--- config.mk ---
export PLATFORM = sky130hd
export DESIGN_NAME = seven_segment_rect_generator_unit
export DESIGN_NICKNAME = d
export VERILOG_FILES = /design/src/hdl/ssrg_pkg.sv /design/src/hdl/ssrg_prep.sv /design/src/hdl/ssrg_gen.sv /design/src/hdl/seven_segment_rect_generator_unit.sv
export VERILOG_INCLUDE_DIRS = /design/src /design/src/hdl
export SDC_FILE = /design/constraint.sdc
export NUM_CORES = 1
export LEC_CHECK = 0
export BUFFER_PORTS_ARGS = -buffer_cell sky130_fd_sc_hd__clkbuf_2
export CORE_AREA = 2 2 365 186
export CTS_BUF_LIST = sky130_fd_sc_hd__clkbuf_8
export DETAILED_ROUTE_END_ITERATION = 16
export DIE_AREA = 0 0 367 188
export PLACE_DENSITY = 0.78
export SLEW_MARGIN = 0
export SYNTH_ARGS = -nofsm -noshare
export SYNTH_HDL_FRONTEND = slang
export SYNTH_HIERARCHICAL = 1
export SYNTH_SLANG_ARGS = --single-unit
--- constraint.sdc ---
create_clock -name clk_i -period 6.1 [get_ports clk_i]
set_input_delay 0.61 -clock clk_i [delete_from_list [all_inputs] [get_ports clk_i]]
set_output_delay 0.61 -clock clk_i [all_outputs]
set_load 0.05 [all_outputs]
--- src/hdl/assert_macros.svh ---
// assertion helpers, clocked on clk_i and silent while rst_ni is low
`ifndef ASSERT_MACROS_SVH
`define ASSERT_MACROS_SVH

// property must hold on every enabled edge
`define ASSERT_HOLDS(label, prop, msg) \
  label: assert property (@(posedge clk_i) disable iff (!rst_ni) prop) else $error(msg);

// expression must never be true
`define ASSERT_NEVER(label, expr, msg) \
  label: assert property (@(posedge clk_i) disable iff (!rst_ni) !(expr)) else $error(msg);

`endif

--- src/hdl/ssrg_pkg.sv ---
`default_nettype none

package ssrg_pkg;

  localparam int SegCount = 7;

  // segment slots within one digit, in emission order
  localparam logic [2:0] SegTop    = 3'd0;
  localparam logic [2:0] SegUpperA = 3'd1;
  localparam logic [2:0] SegUpperB = 3'd2;
  localparam logic [2:0] SegMiddle = 3'd3;
  localparam logic [2:0] SegLowerA = 3'd4;
  localparam logic [2:0] SegLowerB = 3'd5;
  localparam logic [2:0] SegBottom = 3'd6;

  // configuration register indexes
  localparam logic [2:0] RegScreenWidth  = 3'd0;
  localparam logic [2:0] RegOriginY      = 3'd1;
  localparam logic [2:0] RegOriginX      = 3'd2;
  localparam logic [2:0] RegSegmentWidth = 3'd3;
  localparam logic [2:0] RegLineWidthSet = 3'd4;
  localparam logic [2:0] RegHoldLine     = 3'd5;
  localparam logic [2:0] RegGapSet       = 3'd6;
  localparam logic [2:0] RegHoldGap      = 3'd7;

  // reciprocals: x*683 >> 12 is x/6 and >> 11 is x/3 for 10-bit x,
  // v*6554 >> 16 is v/10 for 14-bit v
  localparam logic [9:0]  RecipThird = 10'd683;
  localparam logic [12:0] RecipTenth = 13'd6554;

  typedef logic signed [15:0] coord_t;

  typedef struct packed {
    logic [9:0]  screen_width;
    logic [9:0]  origin_y;
    logic [9:0]  origin_x;
    logic [9:0]  segment_width;
    logic [7:0]  line_width_set;
    logic        hold_line_width;
    logic [10:0] gap_set;
    logic        hold_gap;
  } cfg_t;

  // per-item geometry handed from prep to the generator
  typedef struct packed {
    logic   erase_all;
    coord_t l;
    coord_t s;
    coord_t sw;
    coord_t swl;
    coord_t pitch;
    coord_t y1;
    coord_t dx1;
    coord_t dx2;
    coord_t dx3;
  } geom_t;

  // segments that are dark for each decimal digit, bit n for segment n
  function automatic logic [6:0] seg_off(input logic [3:0] digit);
    logic [6:0] off;
    unique case (digit)
      4'd0:    off = 7'h08;
      4'd1:    off = 7'h5B;
      4'd2:    off = 7'h22;
      4'd3:    off = 7'h12;
      4'd4:    off = 7'h51;
      4'd5:    off = 7'h14;
      4'd6:    off = 7'h05;
      4'd7:    off = 7'h5A;
      4'd8:    off = 7'h00;
      4'd9:    off = 7'h50;
      default: off = 7'h7F;
    endcase
    return off;
  endfunction

  // power of ten, elaboration only
  function automatic logic [26:0] pow10(input int unsigned e);
    logic [26:0] acc;
    acc = 27'd1;
    for (int unsigned i = 0; i < e; i++) begin
      acc = acc * 27'd10;
    end
    return acc;
  endfunction

endpackage

`default_nettype wire

--- src/hdl/ssrg_prep.sv ---
`default_nettype none

`include "assert_macros.svh"

module ssrg_prep #(
  parameter int NUM_DIGITS = 4
) (
  input  logic            clk_i,
  input  logic            rst_ni,
  input  ssrg_pkg::cfg_t  cfg_i,
  input  logic            in_valid_i,
  output logic            in_ready_o,
  input  logic            func_i,
  input  logic [13:0]     value_i,
  input  logic            row_i,
  output logic            job_valid_o,
  input  logic            job_ready_i,
  output ssrg_pkg::geom_t job_o,
  output logic [3:0]      digits_o [NUM_DIGITS]
);
  import ssrg_pkg::*;

  localparam int PrepSteps = (NUM_DIGITS > 5) ? NUM_DIGITS : 5;
  localparam int CntW = $clog2(PrepSteps);
  localparam int Divisor = (NUM_DIGITS > 1) ? NUM_DIGITS - 1 : 1;
  localparam bit MultiDigit = (NUM_DIGITS > 1);
  localparam logic [16:0] RecipM = 17'(65536 / Divisor);
  localparam logic [26:0] Limit = pow10(NUM_DIGITS);

  localparam logic [CntW-1:0] StepLine = CntW'(0);
  localparam logic [CntW-1:0] StepSpan = CntW'(1);
  localparam logic [CntW-1:0] StepMul  = CntW'(2);
  localparam logic [CntW-1:0] StepGap  = CntW'(3);
  localparam logic [CntW-1:0] StepJob  = CntW'(4);

  logic            busy_q, busy_d;
  logic            done_q, done_d;
  logic [CntW-1:0] cnt_q, cnt_d;

  logic [13:0] v_q;
  logic        func_q;
  logic        row_q;
  logic [3:0]  digs_q [NUM_DIGITS];
  logic [7:0]  l_q;
  logic [10:0] s_q;
  logic        neg_q;
  logic [13:0] mag_q;
  logic [30:0] prod_q;
  logic [15:0] g_q;
  geom_t       job_q;

  logic accept, start, hand, work, too_big;

  assign hand        = done_q && job_ready_i;
  assign in_ready_o  = !busy_q || hand;
  assign accept      = in_valid_i && in_ready_o;
  assign too_big     = ({13'd0, value_i} >= Limit);
  assign start       = accept && !(!func_i && too_big);
  assign work        = busy_q && !done_q;
  assign job_valid_o = done_q;
  assign job_o       = job_q;
  assign digits_o    = digs_q;

  // digit peel, least significant first
  logic [26:0] prod10;
  logic [13:0] quot, rem;
  assign prod10 = v_q * RecipTenth;
  assign quot   = {3'd0, prod10[26:16]};
  assign rem    = v_q - (quot << 3) - (quot << 1);

  // line width and segment height
  logic [19:0] sw_p;
  logic [7:0]  l_pick, l_next;
  logic [10:0] s_next;
  assign sw_p   = cfg_i.segment_width * RecipThird;
  assign l_pick = cfg_i.hold_line_width ? cfg_i.line_width_set : sw_p[19:12];
  assign l_next = (l_pick == 8'd0) ? 8'd1 : l_pick;
  assign s_next = {1'b0, cfg_i.segment_width} + {2'd0, sw_p[19:11]};

  // free space left for the gaps
  logic [10:0] swl;
  logic [15:0] span, num, mag16;
  assign swl   = {1'b0, cfg_i.segment_width} + {3'd0, l_q};
  assign span  = 16'(NUM_DIGITS) * {5'd0, swl};
  assign num   = {6'd0, cfg_i.screen_width} - span - {5'd0, cfg_i.origin_y, 1'b0};
  assign mag16 = num[15] ? (16'd0 - num) : num;

  // quotient by reciprocal, one correction step, sign restored
  logic [30:0] prod_c;
  logic [13:0] q0, qfix;
  logic [16:0] qd, r17;
  logic [15:0] gdiv, g_next;
  assign prod_c = mag_q * RecipM;
  assign q0     = prod_q[29:16];
  assign qd     = {3'd0, q0} * 17'(Divisor);
  assign r17    = {3'd0, mag_q} - qd;
  assign qfix   = (r17 >= 17'(Divisor)) ? q0 + 14'd1 : q0;
  assign gdiv   = neg_q ? (16'd0 - {2'd0, qfix}) : {2'd0, qfix};
  assign g_next = cfg_i.hold_gap ? {{5{cfg_i.gap_set[10]}}, cfg_i.gap_set}
                                 : (MultiDigit ? gdiv : 16'd0);

  // row placement
  logic [15:0] ox16, s16, l16, sw16, dx1;
  assign ox16 = {6'd0, cfg_i.origin_x};
  assign s16  = {5'd0, s_q};
  assign l16  = {8'd0, l_q};
  assign sw16 = {6'd0, cfg_i.segment_width};
  assign dx1  = row_q ? (ox16 + ox16 + s16 + s16 + g_q + g_q) : ox16;

  always_comb begin
    busy_d = busy_q;
    done_d = done_q;
    cnt_d  = cnt_q;
    if (hand) begin
      busy_d = 1'b0;
      done_d = 1'b0;
    end
    if (work) begin
      cnt_d = cnt_q + 1'b1;
      if (cnt_q == CntW'(PrepSteps - 1)) begin
        done_d = 1'b1;
      end
    end
    if (start) begin
      busy_d = 1'b1;
      done_d = 1'b0;
      cnt_d  = '0;
    end
  end

  always_ff @(posedge clk_i or negedge rst_ni) begin
    if (!rst_ni) begin
      busy_q <= 1'b0;
      done_q <= 1'b0;
      cnt_q  <= '0;
    end else begin
      busy_q <= busy_d;
      done_q <= done_d;
      cnt_q  <= cnt_d;
    end
  end

  always_ff @(posedge clk_i) begin
    if (start) begin
      v_q    <= value_i;
      func_q <= func_i;
      row_q  <= row_i;
    end else if (work) begin
      if ({1'b0, cnt_q} < (CntW + 1)'(NUM_DIGITS)) begin
        v_q       <= quot;
        digs_q[0] <= rem[3:0];
        for (int i = 1; i < NUM_DIGITS; i++) begin
          digs_q[i] <= digs_q[i-1];
        end
      end
      unique case (cnt_q)
        StepLine: begin
          l_q <= l_next;
          s_q <= s_next;
        end
        StepSpan: begin
          neg_q <= num[15];
          mag_q <= mag16[13:0];
        end
        StepMul: prod_q <= prod_c;
        StepGap: g_q    <= g_next;
        StepJob: begin
          job_q.erase_all <= func_q;
          job_q.l         <= l16;
          job_q.s         <= s16;
          job_q.sw        <= sw16;
          job_q.swl       <= sw16 + l16;
          job_q.pitch     <= sw16 + l16 + g_q;
          job_q.y1        <= {6'd0, cfg_i.origin_y};
          job_q.dx1       <= dx1;
          job_q.dx2       <= dx1 + s16;
          job_q.dx3       <= dx1 + s16 + s16;
        end
        default: ;
      endcase
    end
  end

  `ASSERT_HOLDS(prep_done_needs_busy, done_q |-> busy_q, "prep done without an item")
  `ASSERT_NEVER(prep_start_while_working, start && work, "item taken during prep")

endmodule

`default_nettype wire

--- src/hdl/ssrg_gen.sv ---
`default_nettype none

`include "assert_macros.svh"

module ssrg_gen #(
  parameter int NUM_DIGITS = 4
) (
  input  logic              clk_i,
  input  logic              rst_ni,
  input  logic              job_valid_i,
  output logic              job_ready_o,
  input  ssrg_pkg::geom_t   job_i,
  input  logic [3:0]        digits_i [NUM_DIGITS],
  output logic              out_valid_o,
  input  logic              out_ready_i,
  output ssrg_pkg::coord_t  rect_y_o,
  output ssrg_pkg::coord_t  rect_x_o,
  output ssrg_pkg::coord_t  rect_w_o,
  output ssrg_pkg::coord_t  rect_h_o,
  output logic              erase_o,
  output logic              last_o
);
  import ssrg_pkg::*;

  localparam int DigW = (NUM_DIGITS > 1) ? $clog2(NUM_DIGITS) : 1;

  logic            active_q;
  logic [2:0]      seg_q;
  logic [DigW-1:0] dig_q;
  logic            out_valid_q;
  coord_t          dy1_q;
  geom_t           geom_q;
  logic [3:0]      digs_q [NUM_DIGITS];
  coord_t          ry_q, rx_q, rw_q, rh_q;
  logic            erase_q, last_q;

  logic adv, final_step, load, del;
  logic [6:0] off;
  coord_t ry, rx, rw, rh, dy1_ml, dy2_ml, rx_side;

  assign adv         = active_q && (!out_valid_q || out_ready_i);
  assign final_step  = (seg_q == SegBottom) && (dig_q == DigW'(NUM_DIGITS - 1));
  assign job_ready_o = !active_q || (adv && final_step);
  assign load        = job_valid_i && job_ready_o;

  assign off     = seg_off(digs_q[dig_q]);
  assign del     = geom_q.erase_all | off[seg_q];
  assign dy1_ml  = dy1_q - geom_q.l;
  assign dy2_ml  = dy1_q + geom_q.sw;
  assign rx_side = del ? geom_q.dx1 + geom_q.l : geom_q.dx1;

  always_comb begin
    unique case (seg_q)
      SegTop: begin
        ry = dy1_ml;  rx = geom_q.dx1;  rw = geom_q.swl + geom_q.l;  rh = geom_q.l;
      end
      SegUpperA: begin
        ry = dy1_ml;  rx = rx_side;  rw = geom_q.l;  rh = geom_q.s;
      end
      SegUpperB: begin
        ry = dy2_ml;  rx = rx_side;  rw = geom_q.l;  rh = geom_q.s;
      end
      SegMiddle: begin
        ry = dy1_q;  rx = geom_q.dx2;  rw = geom_q.swl;  rh = geom_q.l;
      end
      SegLowerA: begin
        ry = dy1_ml;  rx = geom_q.dx2;  rw = geom_q.l;  rh = geom_q.s + geom_q.l;
      end
      SegLowerB: begin
        ry = dy2_ml;  rx = geom_q.dx2;  rw = geom_q.l;  rh = geom_q.s + geom_q.l;
      end
      default: begin
        ry = dy1_ml;  rx = geom_q.dx3;  rw = geom_q.swl;  rh = geom_q.l;
      end
    endcase
  end

  always_ff @(posedge clk_i or negedge rst_ni) begin
    if (!rst_ni) begin
      active_q    <= 1'b0;
      seg_q       <= SegTop;
      dig_q       <= '0;
      out_valid_q <= 1'b0;
    end else begin
      if (adv) begin
        out_valid_q <= 1'b1;
      end else if (out_ready_i) begin
        out_valid_q <= 1'b0;
      end
      if (load) begin
        active_q <= 1'b1;
        seg_q    <= SegTop;
        dig_q    <= '0;
      end else if (adv) begin
        if (seg_q == SegBottom) begin
          seg_q <= SegTop;
          dig_q <= dig_q + 1'b1;
          if (final_step) begin
            active_q <= 1'b0;
          end
        end else begin
          seg_q <= seg_q + 3'd1;
        end
      end
    end
  end

  always_ff @(posedge clk_i) begin
    if (adv) begin
      ry_q    <= ry;
      rx_q    <= rx;
      rw_q    <= rw;
      rh_q    <= rh;
      erase_q <= del;
      last_q  <= final_step;
    end
    if (load) begin
      geom_q <= job_i;
      digs_q <= digits_i;
      dy1_q  <= job_i.y1;
    end else if (adv && (seg_q == SegBottom)) begin
      dy1_q <= dy1_q + geom_q.pitch;
    end
  end

  assign out_valid_o = out_valid_q;
  assign rect_y_o    = ry_q;
  assign rect_x_o    = rx_q;
  assign rect_w_o    = rw_q;
  assign rect_h_o    = rh_q;
  assign erase_o     = erase_q;
  assign last_o      = last_q;

  `ASSERT_HOLDS(gen_seg_range, active_q |-> (seg_q <= SegBottom), "segment slot past the bottom")
  `ASSERT_HOLDS(gen_load_restarts, load |=> (active_q && seg_q == SegTop && dig_q == '0), "load did not restart")
  `ASSERT_HOLDS(gen_run_ends, (adv && final_step && !load) |=> !active_q, "run kept going after last")

endmodule

`default_nettype wire

--- src/hdl/seven_segment_rect_generator_unit.sv ---
`default_nettype none

// channel   | dir | handshake              | payload
// ----------+-----+------------------------+-----------------------------------------
// s_axis    | in  | s_axis_tvalid/tready   | tdata: value, row; tuser: func
// m_axis    | out | m_axis_tvalid/tready   | tdata: rect_y, rect_x, rect_w, rect_h;
//           |     |                        | tuser: erase; tlast: last of run
// cfg       | in  | cfg_valid_i/cfg_ready_o| cfg_index_i, cfg_data_i (always ready)
//
// each erase item and each in-range draw item gives 7*NUM_DIGITS rectangles, one per cycle when m_axis
// is not stalled; the generator's single rectangle per cycle sets that rate
// the prep stage does the digit peel and the gap divide for each item and
// works on the next item while the current run is emitted
// first rectangle leaves the generator's output registers once prep has handed the item over
// a draw item with too large a value is taken and dropped, no rectangles
// reset clears all handshake state and loads the register defaults

`include "assert_macros.svh"

module seven_segment_rect_generator_unit #(
  parameter int NUM_DIGITS = 4
) (
  input  logic        clk_i,
  input  logic        rst_ni,
  // input items
  input  logic        s_axis_tvalid,
  output logic        s_axis_tready,
  input  logic [15:0] s_axis_tdata,   // [13:0] value, [14] row, [15] zero
  input  logic        s_axis_tuser,   // [0] func
  // rectangle commands
  output logic        m_axis_tvalid,
  input  logic        m_axis_tready,
  output logic [63:0] m_axis_tdata,   // [15:0] rect_y, [31:16] rect_x,
                                      // [47:32] rect_w, [63:48] rect_h
  output logic        m_axis_tuser,   // [0] erase
  output logic        m_axis_tlast,
  // register writes
  input  logic        cfg_valid_i,
  output logic        cfg_ready_o,
  input  logic [2:0]  cfg_index_i,
  input  logic [10:0] cfg_data_i
);
  import ssrg_pkg::*;

  cfg_t cfg_q;

  // register file, writes are to land only while the block is idle; the block does not enforce it
  always_ff @(posedge clk_i or negedge rst_ni) begin
    if (!rst_ni) begin
      cfg_q.screen_width    <= 10'd128;
      cfg_q.origin_y        <= 10'd8;
      cfg_q.origin_x        <= 10'd8;
      cfg_q.segment_width   <= 10'd12;
      cfg_q.line_width_set  <= 8'd2;
      cfg_q.hold_line_width <= 1'b0;
      cfg_q.gap_set         <= 11'd0;
      cfg_q.hold_gap        <= 1'b0;
    end else if (cfg_valid_i) begin
      unique case (cfg_index_i)
        RegScreenWidth:  cfg_q.screen_width    <= cfg_data_i[9:0];
        RegOriginY:      cfg_q.origin_y        <= cfg_data_i[9:0];
        RegOriginX:      cfg_q.origin_x        <= cfg_data_i[9:0];
        RegSegmentWidth: cfg_q.segment_width   <= cfg_data_i[9:0];
        RegLineWidthSet: cfg_q.line_width_set  <= cfg_data_i[7:0];
        RegHoldLine:     cfg_q.hold_line_width <= cfg_data_i[0];
        RegGapSet:       cfg_q.gap_set         <= cfg_data_i;
        default:         cfg_q.hold_gap        <= cfg_data_i[0];
      endcase
    end
  end

  assign cfg_ready_o = 1'b1;

  // prep to generator hand-off
  logic       job_valid, job_ready;
  geom_t      job;
  logic [3:0] digits [NUM_DIGITS];

  ssrg_prep #(
    .NUM_DIGITS (NUM_DIGITS)
  ) u_prep (
    .clk_i       (clk_i),
    .rst_ni      (rst_ni),
    .cfg_i       (cfg_q),
    .in_valid_i  (s_axis_tvalid),
    .in_ready_o  (s_axis_tready),
    .func_i      (s_axis_tuser),
    .value_i     (s_axis_tdata[13:0]),
    .row_i       (s_axis_tdata[14]),
    .job_valid_o (job_valid),
    .job_ready_i (job_ready),
    .job_o       (job),
    .digits_o    (digits)
  );

  coord_t rect_y, rect_x, rect_w, rect_h;

  ssrg_gen #(
    .NUM_DIGITS (NUM_DIGITS)
  ) u_gen (
    .clk_i       (clk_i),
    .rst_ni      (rst_ni),
    .job_valid_i (job_valid),
    .job_ready_o (job_ready),
    .job_i       (job),
    .digits_i    (digits),
    .out_valid_o (m_axis_tvalid),
    .out_ready_i (m_axis_tready),
    .rect_y_o    (rect_y),
    .rect_x_o    (rect_x),
    .rect_w_o    (rect_w),
    .rect_h_o    (rect_h),
    .erase_o     (m_axis_tuser),
    .last_o      (m_axis_tlast)
  );

  assign m_axis_tdata = {rect_h, rect_w, rect_x, rect_y};

endmodule

`default_nettype wire
==> results of run 1 <==
## routing by layer
layer	track usage, %	vias up
met5	0	-
li1	-	11600
met4	4.43	0
met2	33.3	1478
met3	11.2	114
met1	43.8	12100
## layout by cell type (no fill, tap or decap), drive strengths merged, types with 20 or more instances in the layout
cell and n:
edfxtp 436, o21bai 27, nand2 165, a211oi 22, nand3 47, o31ai 20, nor3 58, dfrtp 67
nand2b 27, o211ai 22, a21oi 158, o21a 22, o21ai 155, nor4 24, fa 148, clkbuf 183
ha 436, inv 342, and3 29, nor2b 28, xor2 78, nor2 150, clkinv 26, xnor2 141
mux2 95, buf 89, a22oi 22, conb 31, a21o 42
## state kept, by name, indices dropped and copies added (netlist names), 15 cells and up
| register | cells |
|---|---|
| u_prep/digits_o | 16 |
| u_gen/rect_h_o | 16 |
| u_gen/rect_x_o | 16 |
| cfg_q | 61 |
| u_prep/g_q | 15 |
| u_gen/rect_w_o | 16 |
| u_gen/dy1_q | 16 |
| u_gen/geom_q | 129 |
| u_gen/digs_q | 16 |
| u_gen/rect_y_o | 16 |
| u_prep/job_o | 115 |
## worst max path at each step
stage | endpoint | slack (ns) | cells after the start
final | u_prep/prod_q[28] | 0.21 | 21
after global placement | u_prep/s_q[9] | 0.11 | 24
after detailed placement | u_prep/prod_q[28] | 0.06 | 21
after CTS | u_prep/prod_q[28] | 0.002 | 21
after floorplan | u_prep/prod_q[28] | 0.11 | 20
after global routing | u_prep/s_q[10] | -0.06 | 27
## cells by family (layout without fill, tap and decap cells)
| group | count (synthesis) | in the layout | synth area share (%) |
|---|---|---|---|
| flops | 509 | 509 | 41.6 |
| other cells | 2 | 34 | 0.0209 |
| buf+inv | 399 | 644 | 4.82 |
| simple gates | 640 | 640 | 9.05 |
| xor+xnor | 220 | 220 | 5.41 |
| fa+ha+maj | 586 | 586 | 23.5 |
| compound gates | 627 | 627 | 11.6 |
| mux | 109 | 109 | 3.93 |
## worst max-delay path, delay by kind of cell, from the launching register on
kind	cells	cell delay, ns
adder cells (fa/ha/maj)	7	2.98
AO/OA/AOI/OAI	8	1.55
flip-flops	1	0.40
AND/OR/NAND/NOR	2	0.34
buffers and inverters	3	0.29
XOR/XNOR	1	0.09
## final cells by class
cell class / count / share of cell area, %
diodes: 3 / 0.0191
flip-flops and latches: 509 / 38.0
clock buffers: 82 / 2.87
repair buffers: 190 / 2.98
well taps: 897 / 2.85
multi-input cells: 2213 / 49.7
clock inverters: 62 / 0.693
inverters: 310 / 2.97
## per-stage QoR
step	std cells	instance area, sq um
detailed placement	4106	37600
floorplan	3121	36000
global placement	4106	37600
CTS	4250	39000
global route	4265	39300
finish	4266	39300
## synthesized netlist by cell type, drive strengths merged, types with 29 or more instances
cell	n	area, sq um
and3	29	183
mux2	95	1210
xor2	78	683
o21ai	155	776
fa	148	2960
buf	54	423
nor2	150	563
a21oi	158	791
nor3	58	313
nand2	165	619
nand3	47	240
a21o	42	315
edfxtp	436	13100
inv	309	1160
xnor2	141	1230
ha	436	5460
clkbuf	35	141
dfrtp	67	1680
## timing repair
action,CTS,global route
hold endpoints to repair,0,0
setup endpoints to repair,0,12
resized for setup,0,40
buffers inserted,0,13
==> out/metrics.cfg, run 1 <==
[cts]
cts_buffers = 77
clockBufferDepth = 3
clock_latency_ns = 0.67
cts_hold_buf = 0
clock_sinks = 509
clk_pin_slew_worst_paths_ns = 0.07
root_buffer = clkbuf_8
htree_levels = 3
cts_tree = built

[place]
gp_congestion = 0.972
numPortBuffers = 102
post-place-ws_ns = 0.0557
dpl.hpwl_microns = 73000

[finish]
seq_area_sq_mm = 0.0149
nets = 3921
multi_input_area_sq_mm = 0.0195
fillers = 5261
layout-drive-gt1-share_pct = 14.3
utilization_pct = 59.5
area_delta_synth_final_pct = 9.66

[synthesis]
ys_types = 108
synth_seq_cells = 509
synthCells = 3092
seq_area_frac_synth_pct = 41.6
avgSynthCellArea_sq_um = 11.6
synth_edf_count = 436
yosys_warnings = 6
synth_area_sq_mm = 0.0359
async_flop_share_pct = 14.3
dominantRegCellSynth = edfxtp_1

[setup_path]
end_kind = flop
cp_max_fo = 4
cp.arrival_ns = 6.31
worstPathCellList = ha_1, inv_2, fa_1, inv_2, fa_2, fa_1, fa_1, fa_1, ha_2, nor4_2, nand2_1, a211o_1, a31oi_1, o31a_1, o31a_1, o21ai_2, o41ai_2, buf_4, o211ai_1, a21oi_1, xnor2_1
worstRegToRegCells = 21
startpoint_type = flop
crit_required_ns = 6.52
crit_top_cell = fa_1
r2r_start = u_prep/mag_q[10]
startpoint = u_prep/mag_q[10]
slowest_delay_ns = 0.55
slowest_stage = fa_2
rrSetupSlack_ns = 0.21
path_class = reg2reg
r2r_end = u_prep/prod_q[28]

[die]
die-area_sq_mm = 0.0690
start_util_pct = 54.3
die_y_microns = 188
ioPinCount = 105
core_area_sq_mm = 0.0661
rows = 67
die_x_microns = 367

[route]
vias_per_cell = 5.95
postRouteAntennaNets = 0
met3WireLength_microns = 14400
vias = 25400
highest_layer = met4
drcViolationCount = 0
first_pass_iters = 8
drtIter0Drc = 3390
wl_met2_microns = 34300
wl_per_cell_microns = 22.1
wl_met1_microns = 44400
routed_wirelength_microns = 94200

[grt]
grt_pass1_vias = 23700
antenna_found_initial = 2
grt_max_degree = 78
overflow = 0
grtUsageTotal_pct = 27.1
grt_first_pass_wirelength_microns = 143000

[outcome]
outcome = complete, no violations

[timing]
maxSlewViolCount = 0
finClkSkew_ns = 0.0416
setup_ws_ns = 0.206
hold_viol_final = 0
finalCritPeriodShare_pct = 96.6
fin_setup_tns_ns = 0
finalCriticalPeriod_ns = 5.89
finalSetupViolCount = 0
worstMarginPinSlew_ns = 1.10
slew_headroom_pct = 25.9
max_freq_mhz = 170
hold_slack_ns = 0.0991

[job]
drv_cap = 0

[worst_hold_path]
worstHoldPathType = in2async

Power of run 1 is left out: the tool's default activity adds up to more than one toggle a clock period on the data nets, which glitch-free logic cannot reach.
==> run 2: changes to the inputs <==
--- a/config.mk
+++ b/config.mk
@@ -11,6 +11,7 @@
 export CTS_BUF_LIST = sky130_fd_sc_hd__clkbuf_8
 export DETAILED_ROUTE_END_ITERATION = 16
 export DIE_AREA = 0 0 367 188
+export GPL_TIMING_DRIVEN = 0
 export PLACE_DENSITY = 0.78
 export SLEW_MARGIN = 0
 export SYNTH_ARGS = -nofsm -noshare
==> run 2 against run 1 <==
- hold slack better by 0.014 ns
- first-iteration DRC count down 1.9%
- clock-buffer cell count unchanged
- sequential cell count unchanged
- routed wire length up 0.41%
- maximum frequency down 2.0%
- design area up 1.5%
- cell count up 1.1%
- setup slack worse by 0.12 ns
- critical path depth up 4
- non-clock buffer count up 57
- largest cell class unchanged
- highest routed layer unchanged
==> out/metrics.cfg, run 2 (synthesis results as in run 1) <==
[route]
wl_per_cell_microns = 21.9
postRouteAntennaNets = 0
vias_per_cell = 5.91
drcViolationCount = 0
routed_wirelength_microns = 94600
first_pass_iters = 7
drtIter0Drc = 3324
vias = 25500

[setup_path]
crit_family = adder cells
path_class = reg2reg
end_kind = flop
slowest_delay_ns = 0.68
crit_top_cell = ha_1
crit_required_ns = 6.49
cp_max_fo = 4
slowest_stage = dfstp_2
cp.arrival_ns = 6.41
startpoint_type = flop
cp_num_buf_inv = 5
rrSetupSlack_ns = 0.08

[timing]
finalCriticalPeriod_ns = 6.02
finalSetupViolCount = 0
max_freq_mhz = 166
hold_viol_final = 0
worstMarginPinSlew_ns = 1.31
maxSlewViolCount = 0
rsz0062_at_grt = true
slew_headroom_pct = 11.7
finalCritPeriodShare_pct = 98.6
finClkSkew_ns = 0.0397

[grt]
grt_pass1_vias = 23600
grtUsageTotal_pct = 27.3
grt_max_degree = 110
grt_first_pass_wirelength_microns = 143000
overflow = 0
antenna_found_initial = 6

[finish]
utilization_pct = 60.4
fin_area_sq_mm = 0.0399
nets = 3974
final_common_cell = edfxtp_1
layout-drive-gt1-share_pct = 15.0
largest_reg_flops = 129
instances_no_fill = 4313
layout_common_cells = edfxtp_1 (436), ha_1 (428), inv_1 (329)
top_register = u_gen/geom_q
fillers = 5318
area_delta_synth_final_pct = 11.3

[die]
start_util_pct = 54.3
ioPinCount = 105
core_area_sq_mm = 0.0661
rows = 67
die_x_microns = 367
die-area_sq_mm = 0.0690
die_y_microns = 188

[place]
dpl.hpwl_microns = 73000
numPortBuffers = 102
dp_cells = 4125
dpl-instance-area_sq_mm = 0.0378
gp_congestion = 0.965

[job]
drv_cap = 0

[cts]
clock_latency_ns = 0.69
cts_buffers = 73
htree_levels = 3
clock_sinks = 509
clk_pin_slew_worst_paths_ns = 0.07
root_buffer = clkbuf_8
cts_tree = built
clockBufferDepth = 3

[worst_hold_path]
worstHoldPathType = in2reg

[outcome]
outcome = complete, no violations

## run 2: cell types whose count changed in the layout (fill, tap and decap cells not counted), sizes merged
| cell | before | now |
|---|---|---|
| clkbuf | 183 | 219 |
| buf | 89 | 109 |
| clkinv | 26 | 18 |
| inv | 342 | 335 |
| bufinv | 0 | 6 |
| clkinvlp | 4 | 0 |
| diode | 3 | 6 |
| dlygate4sd3 | 0 | 1 |
## run 2: path summary, 6_finish.rpt
path | cells past startpoint | startpoint | end
setup / recovery | 25 | cfg_q[24] | u_prep/s_q[10]
hold / removal | 1 | s_axis_tuser | u_prep/func_q
setup reg to reg | 25 | cfg_q[24] | u_prep/s_q[10]
hold reg to reg | 0 | u_prep/job_o[11] | u_gen/geom_q[11]
max in group asynchronous | 3 | rst_ni | cfg_q[24]
min in group asynchronous | 2 | rst_ni | u_prep/cnt_q[1]
## run 2: repair_timing
action	CTS	global route
setup buffers	25	25
hold buffers	1	0
setup endpoints to repair	12	12
pin swaps	9	32
gates resized for setup	20	36
hold endpoints to repair	34	0
## run 2: worst reg2reg max path, stage by stage (launching register included)
cell,delay (ns)
dfstp_2,0.68
buf_4,0.18
ha_4,0.21
ha_1,0.29
ha_1,0.21
fa_1,0.50
inv_1,0.06
fa_1,0.51
inv_1,0.04
ha_1,0.31
a21o_1,0.18
a211oi_2,0.21
nor3b_2,0.22
a2bb2oi_2,0.12
buf_4,0.17
a211o_1,0.31
xor2_2,0.18
ha_1,0.33
inv_1,0.13
o21ai_2,0.08
a21oi_1,0.19
o21bai_1,0.14
a21oi_1,0.16
o21bai_1,0.12
a21oi_1,0.17
nor2_1,0.06
## run 2: area by class of cell
| class | count | area, sq um | area share, % |
|---|---|---|---|
| multi-input cells | 2213 | 19600 | 49.0 |
| flip-flops and latches | 509 | 14900 | 37.4 |
| inverters | 310 | 1170 | 2.92 |
| clock buffers | 82 | 1130 | 2.83 |
| well taps | 897 | 1120 | 2.81 |
| repair buffers | 158 | 1030 | 2.58 |
| plain buffers | 89 | 576 | 1.44 |
| clock inverters | 49 | 368 | 0.922 |
| diodes | 6 | 15.0 | 0.0376 |
## run 2: through the flow
stage	TNS [ns]	hold slack (ns)	setup slack (ns)
after floorplan	0	0.314	0.111
after global placement	-4.60	0.400	-0.834
after detailed placement	-5.64	0.405	-0.938
after CTS	0	0.0631	0.0231
after global routing	-0.594	0.0890	-0.153
final	0	0.113	0.0825
## run 2: per-layer routing
metal,vias up,share of wire (%),GRT usage (%)
met2,1308,37,33.0
met3,98,14,10.2
met1,12300,48,44.7
met4,0,1.3,5.53
met5,-,0,0
li1,11800,-,-
Power of run 2 is left out for the same reason.
